File: src/uttf_pkg.sv
// shared types, constants and enums for the underrun tail fade pad
package uttf_pkg;

    localparam int FRAMES = 8192;
    localparam int RAMP   = 64;

    localparam int SMP_W  = 16;
    localparam int SLOT_W = (FRAMES > 1) ? $clog2(FRAMES) : 1;
    localparam int REAL_W = $clog2(FRAMES + 1);
    localparam int NUM_W  = (RAMP > 1) ? $clog2(RAMP) : 1;
    localparam int LEN_W  = $clog2(RAMP + 1);
    localparam int MAG_W  = SMP_W + NUM_W;
    localparam int CNT_W  = $clog2(MAG_W);
    localparam int UCNT_W = 32;

    typedef struct packed {
        logic                    slot_present;
        logic signed [SMP_W-1:0] left_sample;
        logic signed [SMP_W-1:0] right_sample;
    } t_in;

    typedef struct packed {
        logic signed [SMP_W-1:0] left_out;
        logic signed [SMP_W-1:0] right_out;
        logic [UCNT_W-1:0]       underrun_count;
    } t_out;

    typedef enum logic [1:0] {
        S_IDLE,
        S_MUL,
        S_DIV,
        S_OUT
    } t_state;

    typedef struct packed {
        logic accept;
        logic mul;
        logic step;
        logic load;
    } t_cmd;

    typedef struct packed {
        logic div_last;
        logic out_free;
    } t_status;

endpackage

File: src/underrun_tail_fade_pad.sv
// top level of the underrun tail fade pad
// usage:
//   input channel i_in / i_in_valid / o_in_stall carries one buffer slot per item:
//   a present flag and a left/right pcm frame. output channel o_out / o_out_valid /
//   i_out_stall returns exactly one frame per input item, the frame leaving the
//   RAMP-deep delay line, faded if it sits in the tail of a short buffer, and the
//   running underrun count. mono_mode is written with i_cfg_we / i_cfg_wdata
//   while the block is idle: a rule for the user, not enforced by the block.
// timing:
//   an item is accepted only while the controller is idle. it then passes S_MUL,
//   forming sample times numerator, S_DIV, the restoring divide of the MAG_W-bit
//   (22 at RAMP = 64) magnitude by the fade length, and S_OUT, loading the output
//   register. a new item is accepted only after that load, once idle again.
// reset:
//   synchronous active low reset clears the delay line and tags to zero, the
//   slot and frame counters, the underrun count and mono_mode.
// stall:
//   a result waits in the output register while i_out_stall is high; the next
//   item can still be accepted and computed, and waits before the load.
module underrun_tail_fade_pad
    import uttf_pkg::*;
(
    input  logic i_clk,
    input  logic i_rst_n,
    input  logic i_cfg_we,
    input  logic i_cfg_wdata,
    input  t_in  i_in,
    input  logic i_in_valid,
    output logic o_in_stall,
    output t_out o_out,
    output logic o_out_valid,
    input  logic i_out_stall
);

    // command and status between controller and datapath
    t_cmd    w_cmd;
    t_status w_status;

    uttf_ctrl u_ctrl (
        .i_clk      (i_clk),
        .i_rst_n    (i_rst_n),
        .i_in_valid (i_in_valid),
        .i_status   (w_status),
        .o_in_stall (o_in_stall),
        .o_cmd      (w_cmd)
    );

    uttf_dp u_dp (
        .i_clk       (i_clk),
        .i_rst_n     (i_rst_n),
        .i_cfg_we    (i_cfg_we),
        .i_cfg_wdata (i_cfg_wdata),
        .i_in        (i_in),
        .i_cmd       (w_cmd),
        .i_out_stall (i_out_stall),
        .o_out       (o_out),
        .o_out_valid (o_out_valid),
        .o_status    (w_status)
    );

endmodule

File: src/uttf_ctrl.sv
// controller state machine sequencing accept, multiply, divide and output load
module uttf_ctrl
    import uttf_pkg::*;
(
    input  logic    i_clk,
    input  logic    i_rst_n,
    input  logic    i_in_valid,
    input  t_status i_status,
    output logic    o_in_stall,
    output t_cmd    o_cmd
);

    t_state r_state;
    t_state n_state;

    always_ff @(posedge i_clk) begin
        if (!i_rst_n) begin
            r_state <= S_IDLE;
        end else begin
            r_state <= n_state;
        end
    end

    always_comb begin
        n_state = r_state;
        case (r_state)
            S_IDLE: begin
                if (i_in_valid) n_state = S_MUL;
            end
            S_MUL: n_state = S_DIV;
            S_DIV: begin
                if (i_status.div_last) n_state = S_OUT;
            end
            S_OUT: begin
                if (i_status.out_free) n_state = S_IDLE;
            end
            default: n_state = S_IDLE;
        endcase
    end

    always_comb begin
        o_cmd      = '0;
        o_in_stall = 1'b1;
        case (r_state)
            S_IDLE: begin
                o_in_stall   = 1'b0;
                o_cmd.accept = i_in_valid;
            end
            S_MUL: o_cmd.mul = 1'b1;
            S_DIV: o_cmd.step = 1'b1;
            S_OUT: o_cmd.load = i_status.out_free;
            default: o_cmd = '0;
        endcase
    end

    // divide runs until its last step
    a_div_holds: assert property (@(posedge i_clk) disable iff (!i_rst_n)
        (r_state == S_DIV && !i_status.div_last) |=> (r_state == S_DIV))
        else $error("divide left early");

    // a result is loaded only when the output register can take it
    a_load_free: assert property (@(posedge i_clk) disable iff (!i_rst_n)
        o_cmd.load |-> i_status.out_free)
        else $error("output overwritten");

    // after an accept the multiply follows
    a_acc_mul: assert property (@(posedge i_clk) disable iff (!i_rst_n)
        o_cmd.accept |=> (r_state == S_MUL))
        else $error("accept not followed by multiply");

endmodule

File: src/uttf_dp.sv
// datapath: delay line with fade tags, buffer counters, gain divide, output register
module uttf_dp
    import uttf_pkg::*;
(
    input  logic    i_clk,
    input  logic    i_rst_n,
    input  logic    i_cfg_we,
    input  logic    i_cfg_wdata,
    input  t_in     i_in,
    input  t_cmd    i_cmd,
    input  logic    i_out_stall,
    output t_out    o_out,
    output logic    o_out_valid,
    output t_status o_status
);

    logic                    r_mono;
    logic [2*SMP_W-1:0]      r_dly [RAMP];
    logic [NUM_W-1:0]        r_num [RAMP];
    logic [LEN_W-1:0]        r_len [RAMP];
    logic [SLOT_W-1:0]       r_slot;
    logic [REAL_W-1:0]       r_real;
    logic                    r_short;
    logic [UCNT_W-1:0]       r_under;

    logic signed [SMP_W-1:0] r_xl, r_xr;
    logic [NUM_W-1:0]        r_xnum;
    logic [LEN_W-1:0]        r_xlen;

    logic [MAG_W-1:0]        r_ql, r_qr;
    logic [LEN_W-1:0]        r_reml, r_remr;
    logic                    r_negl, r_negr;
    logic [LEN_W-1:0]        r_dvs;
    logic [CNT_W-1:0]        r_cnt;
    logic                    r_out_valid;
    t_out                    r_out;

    logic [SMP_W-1:0]        w_r;
    logic                    w_take, w_tag;
    logic [LEN_W-1:0]        w_ramp;
    logic [NUM_W-1:0]        w_tnum [RAMP];
    logic [LEN_W-1:0]        w_tlen [RAMP];
    logic [NUM_W-1:0]        w_mnum;
    logic [LEN_W-1:0]        w_mlen;
    logic signed [MAG_W:0]   w_pl, w_pr;
    logic [LEN_W+MAG_W-1:0]  w_dl, w_dr;
    logic [MAG_W-1:0]        w_nl, w_nr;

    function automatic logic [LEN_W+MAG_W-1:0] div_step(
        input logic [LEN_W-1:0] rem,
        input logic [MAG_W-1:0] q,
        input logic [LEN_W-1:0] dvs
    );
        logic [LEN_W:0] t;
        logic           b;
        t = {rem, q[MAG_W-1]};
        b = (t >= {1'b0, dvs});
        if (b) t = t - {1'b0, dvs};
        return {t[LEN_W-1:0], q[MAG_W-2:0], b};
    endfunction

    assign w_r    = r_mono ? i_in.left_sample : i_in.right_sample;
    assign w_take = i_in.slot_present && !r_short;
    assign w_tag  = !i_in.slot_present && !r_short;
    assign w_ramp = (r_real < REAL_W'(RAMP)) ? LEN_W'(r_real) : LEN_W'(RAMP);

    // tags applied before the exiting entry is read
    always_comb begin
        for (int j = 0; j < RAMP; j++) begin
            if (w_tag && (LEN_W'(j) < w_ramp)) begin
                w_tnum[j] = NUM_W'(j);
                w_tlen[j] = w_ramp;
            end else begin
                w_tnum[j] = r_num[j];
                w_tlen[j] = r_len[j];
            end
        end
    end

    // untagged entries pass as gain 1/1
    assign w_mnum = (r_xlen == '0) ? NUM_W'(1) : r_xnum;
    assign w_mlen = (r_xlen == '0) ? LEN_W'(1) : r_xlen;
    assign w_pl   = r_xl * $signed({1'b0, w_mnum});
    assign w_pr   = r_xr * $signed({1'b0, w_mnum});
    assign w_dl   = div_step(r_reml, r_ql, r_dvs);
    assign w_dr   = div_step(r_remr, r_qr, r_dvs);
    assign w_nl   = r_negl ? (MAG_W'(0) - r_ql) : r_ql;
    assign w_nr   = r_negr ? (MAG_W'(0) - r_qr) : r_qr;

    always_ff @(posedge i_clk) begin
        if (!i_rst_n) begin
            r_mono  <= 1'b0;
            r_slot  <= '0;
            r_real  <= '0;
            r_short <= 1'b0;
            r_under <= '0;
            for (int j = 0; j < RAMP; j++) begin
                r_dly[j] <= '0;
                r_num[j] <= '0;
                r_len[j] <= '0;
            end
        end else begin
            if (i_cfg_we) r_mono <= i_cfg_wdata;
            if (i_cmd.accept) begin
                for (int j = 1; j < RAMP; j++) begin
                    r_dly[j] <= r_dly[j-1];
                    r_num[j] <= w_tnum[j-1];
                    r_len[j] <= w_tlen[j-1];
                end
                r_dly[0] <= w_take ? {w_r, i_in.left_sample} : '0;
                r_num[0] <= '0;
                r_len[0] <= '0;
                if (w_tag) r_under <= r_under + UCNT_W'(1);
                if (r_slot == SLOT_W'(FRAMES - 1)) begin
                    r_slot  <= '0;
                    r_real  <= '0;
                    r_short <= 1'b0;
                end else begin
                    r_slot  <= r_slot + SLOT_W'(1);
                    r_real  <= r_real + REAL_W'(w_take);
                    r_short <= r_short | w_tag;
                end
            end
        end
    end

    always_ff @(posedge i_clk) begin
        if (i_cmd.accept) begin
            r_xl   <= r_dly[RAMP-1][SMP_W-1:0];
            r_xr   <= r_dly[RAMP-1][2*SMP_W-1:SMP_W];
            r_xnum <= w_tnum[RAMP-1];
            r_xlen <= w_tlen[RAMP-1];
        end
        if (i_cmd.mul) begin
            r_negl <= w_pl[MAG_W];
            r_negr <= w_pr[MAG_W];
            r_ql   <= w_pl[MAG_W] ? MAG_W'(-w_pl) : MAG_W'(w_pl);
            r_qr   <= w_pr[MAG_W] ? MAG_W'(-w_pr) : MAG_W'(w_pr);
            r_reml <= '0;
            r_remr <= '0;
            r_dvs  <= w_mlen;
            r_cnt  <= '0;
        end
        if (i_cmd.step) begin
            r_reml <= w_dl[LEN_W+MAG_W-1:MAG_W];
            r_ql   <= w_dl[MAG_W-1:0];
            r_remr <= w_dr[LEN_W+MAG_W-1:MAG_W];
            r_qr   <= w_dr[MAG_W-1:0];
            r_cnt  <= r_cnt + CNT_W'(1);
        end
        if (i_cmd.load) begin
            r_out.left_out       <= w_nl[SMP_W-1:0];
            r_out.right_out      <= w_nr[SMP_W-1:0];
            r_out.underrun_count <= r_under;
        end
    end

    always_ff @(posedge i_clk) begin
        if (!i_rst_n) begin
            r_out_valid <= 1'b0;
        end else if (i_cmd.load) begin
            r_out_valid <= 1'b1;
        end else if (!i_out_stall) begin
            r_out_valid <= 1'b0;
        end
    end

    assign o_status.div_last = (r_cnt == CNT_W'(MAG_W - 1));
    assign o_status.out_free = !r_out_valid || !i_out_stall;
    assign o_out             = r_out;
    assign o_out_valid       = r_out_valid;

endmodule

File: config.mk
export PLATFORM = sky130hd
export DESIGN_NAME = underrun_tail_fade_pad
export DESIGN_NICKNAME = d
export VERILOG_FILES = /design/src/uttf_pkg.sv /design/src/underrun_tail_fade_pad.sv /design/src/uttf_ctrl.sv /design/src/uttf_dp.sv
export SDC_FILE = /design/constraint.sdc
export NUM_CORES = 2
export LEC_CHECK = 0
export BUFFER_PORTS_ARGS = -buffer_cell sky130_fd_sc_hd__buf_4
export CAP_MARGIN = 30
export CORE_UTILIZATION = 55
export CTS_CLUSTER_SIZE = 20
export DETAILED_ROUTE_END_ITERATION = 8
export HOLD_SLACK_MARGIN = 0.05
export PLACE_DENSITY = 0.74
export SLEW_MARGIN = 20
export SYNTH_ARGS = -nofsm -noshare
export SYNTH_HDL_FRONTEND = slang
export SYNTH_SLANG_ARGS = --single-unit
File: constraint.sdc
create_clock -name i_clk -period 37.3 [get_ports i_clk]
set_clock_uncertainty 0.05 [all_clocks]
set_input_delay 3.73 -clock i_clk [delete_from_list [all_inputs] [get_ports i_clk]]
set_output_delay 3.73 -clock i_clk [all_outputs]
set_load 0.03 [all_outputs]
# Word-level counts from Yosys, hierarchy flattened
# Memories as Yosys holds them, arrays and structs flattened. A register that Yosys moved wholly into a read port is not among the register bits.
# Index checks and enable logic that the tools add are counted.
dict set report word_totals {
  word_cells 735
  register_bits 207
  mem_bits_rw 2880
  memories 3
  in_bits 39
}
dict set report classes {
  n_reduce_logical 76
  order_cmp 67
  n_eq_ne 9
  mux 356
  addsub 10
  mul 2
  n_bitwise 193
}
# name words width read_ports rd_ports_with_merged_regs write_ports line_no
set mem_list {}
lappend mem_list {u_dp.r_dly 64 32 64 1 64 uttf_dp.sv:18} ;# logic [2*SMP_W-1:0] r_dly [RAMP];
lappend mem_list {u_dp.r_len 64 7 64 0 64 uttf_dp.sv:20} ;# logic [LEN_W-1:0] r_len [RAMP];
lappend mem_list {u_dp.r_num 64 6 64 1 64 uttf_dp.sv:19} ;# logic [NUM_W-1:0] r_num [RAMP];
# operator count
set op_table {}
lappend op_table {{$mux 32} 65}
lappend op_table {{$mux 7} 134}
lappend op_table {{$mux 6} 128}
lappend op_table {{$lt 6x7->1 const A} 32}
lappend op_table {{$or 1x1->1} 193}
lappend op_table {{$mux 22} 6}
lappend op_table {{$lt 5x7->1 const A} 16}
lappend op_table {{$logic_and 1x1->1} 66}
lappend op_table {{$lt 4x7->1 const A} 8}
lappend op_table {{$mux 16} 3}
lappend op_table {{$mul 16x7->23} 2}
lappend op_table {{$neg 22->22} 2}
lappend op_table {{$add 32x1->32 const B} 1}
lappend op_table {{$sub 1x16->16 const A} 2}
lappend op_table {{$lt 3x7->1 const A} 4}
lappend op_table {{$ge 8x7->1} 2}
lappend op_table {{$add 14x1->14} 1}
lappend op_table {{$lt 1x7->1 const A} 2}
lappend op_table {{$lt 14x7->1 const B} 1}
lappend op_table {{$lt 2x7->1 const A} 2}
lappend op_table {{$mux 14} 1}
lappend op_table {{$sub 7x7->7} 2}
lappend op_table {{$add 13x1->13 const B} 1}
lappend op_table {{$eq 13x13->1 const B} 1}
lappend op_table {{18 further kinds} 38}

# Depth between registers and ports, before layout
dict set report depth {
  depth_word 7
  ltp_mapped 25
}

# Modules after synthesis
# From an unflattened synthesis, not the netlist that was laid out.
dict set report hier_totals {
  cells_unflattened 10291
  area_unflattened_um2 121576.6
}
# module cells_per_inst n_inst area_each_um2 seq_area_each_um2
set by_module_without_submodules {}
lappend by_module_without_submodules {uttf_dp 10269 1 121393.9 77364.2}
lappend by_module_without_submodules {uttf_ctrl 22 1 182.7 40.0}

# Worst setup path after synthesis
# Ideal clock, no wire load.
dict set report synth_path {
  path_type {input-to-reg}
  start {input port i_in_valid}
  end {memory u_dp.r_dly[0][0] in the netlist's numbering, enable pin}
  t_required_ns 35.474
  setup_slack_ns 3.092
  setup_ns 1.776
  arrival_ns 32.382
  stages 7
  path_cell_list {nand2_1 -> clkbuf_1 -> inv_2 -> nor2_1 -> clkbuf_1 -> clkbuf_1 -> inv_1}
}
# element line_no
set synth_lines {}
lappend synth_lines {{start, declared} underrun_tail_fade_pad.sv:28} ;# input logic i_in_valid,
lappend synth_lines {{end, declared} uttf_dp.sv:18}

==> summary.md <==
| Metric | Value |
|---|---|
| Die Span X | 469 um |
| Crit-path slowest cell | buf_4 |
| WP data required | 38.01 ns |
| Yosys synthesis warning count | 0 |
| Fraction of layout cells with a size suffix above 1 | 6.58% |
| Post-DP HPWL | 126000 um |
| First drt pass iteration count | 6 |
| IO Count | 105 |
| Metal3 WL | 11300 um |
| Clk buf depth | 4 |
| Pre-CTS worst setup slack | 28.60 ns |
| Post-synthesis net count | 11596 |
| Most frequent cells in the layout | nand2_1 (2404), edfxtp_1 (1635), a21oi_1 (1450) |
| Peak VDD IR | 0.000113 V |
| Wire length on met1 | 96400 um |
| Fill cells | 16806 |
| Design area | 0.134 mm2 |
| Synth Instances | 11300 |
| Fin crit period | 7.71 ns |
| Sequential share of power | 41.4% |
| Number of buffers created by CTS | 318 |
| Status | finished, final reports clean |
| Clk pwr share | 27.9% |
| Synth Flop Type | edfxtp_1 |
| Most common cell after layout, fill and taps aside | nand2_1 |
| Critical Path AT | 8.42 ns |
| Sum Neg Setup Slack | 0 ns |
| Post-synth EDFFs | 1635 |
| DRC violations left | 0 |
| PwrDens | 81.1 mW/mm2 |
| RSZ-0062 raised after global routing | no |
| DP Area | 0.123 mm2 |
| Top Family by Delay on Critical Path | buffers and inverters |
| Placed cells | 13650 |
| FF+latch count, synth | 3049 |
| Syn_area_per_cell | 10.6 um2 |
| DR WL met2 | 105000 um |
| Crit path buffers/inverters | 9 |
| Synth top area share | 40.8% |
| Reg clk slew, reported paths | 0.06 ns |
| Cell Int Power | 7.32 mW |
| Static Leak | 49.5 nW |
| Synth cell types | 80 |
| Initial Util | 55.3% |
| Initial antenna violation count | 3 |
| Critical path cell sequence | buf_4 > inv_8 > nor2_4 > buf_4 > buf_4 > buf_12 > buf_12 > buf_16 > buf_4 > buf_16 > and2_1 |
| Die area | 0.220 mm2 |
| Critical path type | in2reg |
| Top routing layer in use | met5 |
| Routed via count | 77564 |
| Layout area overhead | 11.2% |
| Combinational share of power | 30.7% |
| Relative slew slack | 26.9% |
| Chip Height | 469 um |
| GPL Wtd Cong | 0.846 |
| First-pass GRT wire length | 364000 um |
| Largest net degree at the start of global routing | 354 |
| Antenna Nets Post-Route | 0 |
| Critical path endpoint category | flip-flop |
| WL/cell | 15.4 um |
| WHS | 0.347 ns |
| Cell area after synthesis | 0.120 mm2 |
| Top post-synthesis cells by area | edfxtp_1 (41%), dfxtp_1 (24%), nand2_1 (7.5%), a21oi_1 (6.0%), and2_1 (5.7%) |
| Number of vias per cell | 5.45 |
| Post-CTS Resized | 0 |
| Num rows | 171 |
| Hold_buf cts | 0 |
| Crit Path Max Fanout | 249 |
| Iteration-0 DRC Markers | 6794 |
| Area leader, netlist | edfxtp_1 |
| Multi-input logic area | 0.0393 mm2 |
| Final Hold Vio Count | 0 |
| Root buffer cell | clkbuf_16 |
| Fmax | 0.130 GHz |
| Core ar. | 0.217 mm2 |
| Tot Pwr | 10.8 mW |
| Worst Hold Class | reg2reg |
| Setup bufs post-CTS | 0 |
| CP max stage delay | 0.57 ns |
| Worst-Margin Slew | 1.09 ns |
| Total GRT Usage | 19.4% |
| Sw power | 3.52 mW |
| Fin crit share | 20.7% |
| TritonCTS clock tree | built |
| Asr flop ratio synth | 0% |
| Total grt overflow | 0 |
| Layout Nets | 11437 |
| Sw Share | 32.5% |
| Startpoint types | input pin |
| Top cell by count, worst path | buf_4 |
| Register area | 0.0774 mm2 |
| Final Setup Violations | 0 |
| CTS Sinks | 3049 |
| Port buffer count | 104 |
| Post-route setup slack | 29.59 ns |
| H-tree levels | 5 |
| Final Max Slew Viols | 0 |
| Sequential area share after synthesis | 64.4% |
| Number of global-route vias before repair | 73994 |
| # Max-Cap Violations | 0 |
| WL final | 219000 um |
| Post-Layout Cell Count | 14231 |
| Worst-Skew Late Latency | 0.93 ns |
| Final core occ | 61.5% |
-- sequential cells by signal, indices dropped and copies added, names as in the netlist, 13 cells and up --
signal	cells
u_dp.r_xl	16
u_dp.r_len	441
u_dp.r_num	315
u_dp.o_out	64
u_dp.r_qr	22
u_dp.r_xr	16
u_dp.r_real	14
u_dp.r_dly	2048
u_dp.r_slot	13
u_dp.r_ql	22
u_dp.r_under	32
-- area by class of cell --
cell class / count / share of cell area [%]
Antenna cell: 2 / 0.00375
Clock buffer: 450 / 6.78
Clock inverter: 104 / 0.686
Inverter: 220 / 0.635
Multi-Input combinational cell: 7304 / 29.4
Sequential cell: 3049 / 57.9
Tap cell: 2854 / 2.67
Timing Repair Buffer: 248 / 1.88
-- metal layers --
metal	GRT usage (%)	up-vias
li1	-	37904
met5	0	-
met4	6.63	2
met1	26.2	37463
met2	31.9	1700
met3	3.23	495
-- final timing paths --
kind                     start                 to  slack [ns]  cells after the start
max                    i_rst_n  u_dp.r_dly[28][8]       29.59                     11
min          u_dp.r_dly[50][7]  u_dp.r_dly[51][7]        0.35                      2
max reg2reg     u_dp.r_xlen[2]      u_dp.r_ql[21]       30.11                     22
min reg2reg  u_dp.r_dly[50][7]  u_dp.r_dly[51][7]        0.35                      2
-- cells by family after synthesis --
kind of cell / Yosys count / synth area share, %
buf+inv: 947 / 2.97
flops: 3049 / 64.4
simple gates: 4705 / 17.9
mux: 27 / 0.231
compound gates: 2156 / 9.78
fa+ha+maj: 257 / 3.52
xor+xnor: 159 / 1.16
-- power by group through the flow --
stage               Combinational [mW]  Clock [mW]  Sequential [mW]
floorplan                         2.59           0             4.93
global placement                  3.15           0             4.55
detailed placement                3.27           0             4.56
CTS                               3.29        3.09             4.50
global route                      3.74        3.22             4.54
finish                            3.32        3.02             4.49
-- worst register-to-register path: cells and delay by family (launching register included) --
kind | cells | cell delay (ns)
buf+inv | 5 | 0.52
flops | 1 | 0.39
fa+ha+maj | 5 | 2.43
xor+xnor | 1 | 0.20
compound gates | 5 | 0.82
simple gates | 6 | 2.47
-- Yosys cell counts, types with 6 or more instances --
cell type / count
nand2_1: 2408
edfxtp_1: 1635
a21oi_1: 1450
dfxtp_1: 1414
and2_1: 1100
nor2_1: 712
clkbuf_1: 699
o21ai_0: 387
and3_1: 230
inv_1: 218
fa_1: 136
ha_1: 121
xnor2_1: 104
nand3_1: 66
xor2_1: 55
nor3_1: 51
a22o_1: 34
nand2b_1: 31
a21o_1: 30
o21ai_1: 26
a32o_1: 25
o21a_1: 24
a211oi_1: 23
mux2i_1: 21
nor2b_1: 20
a31oi_1: 19
buf_1: 19
o22ai_1: 19
o31ai_1: 19
or3_1: 17
nand4_1: 15
a22oi_1: 13
o221a_2: 13
nor4_1: 11
o22a_1: 10
buf_2: 9
o41ai_1: 7
or2_2: 7
mux2_2: 6
o211ai_1: 6
o221ai_1: 6
or4_1: 6
Note: power is estimated with default switching activity, not from simulation.
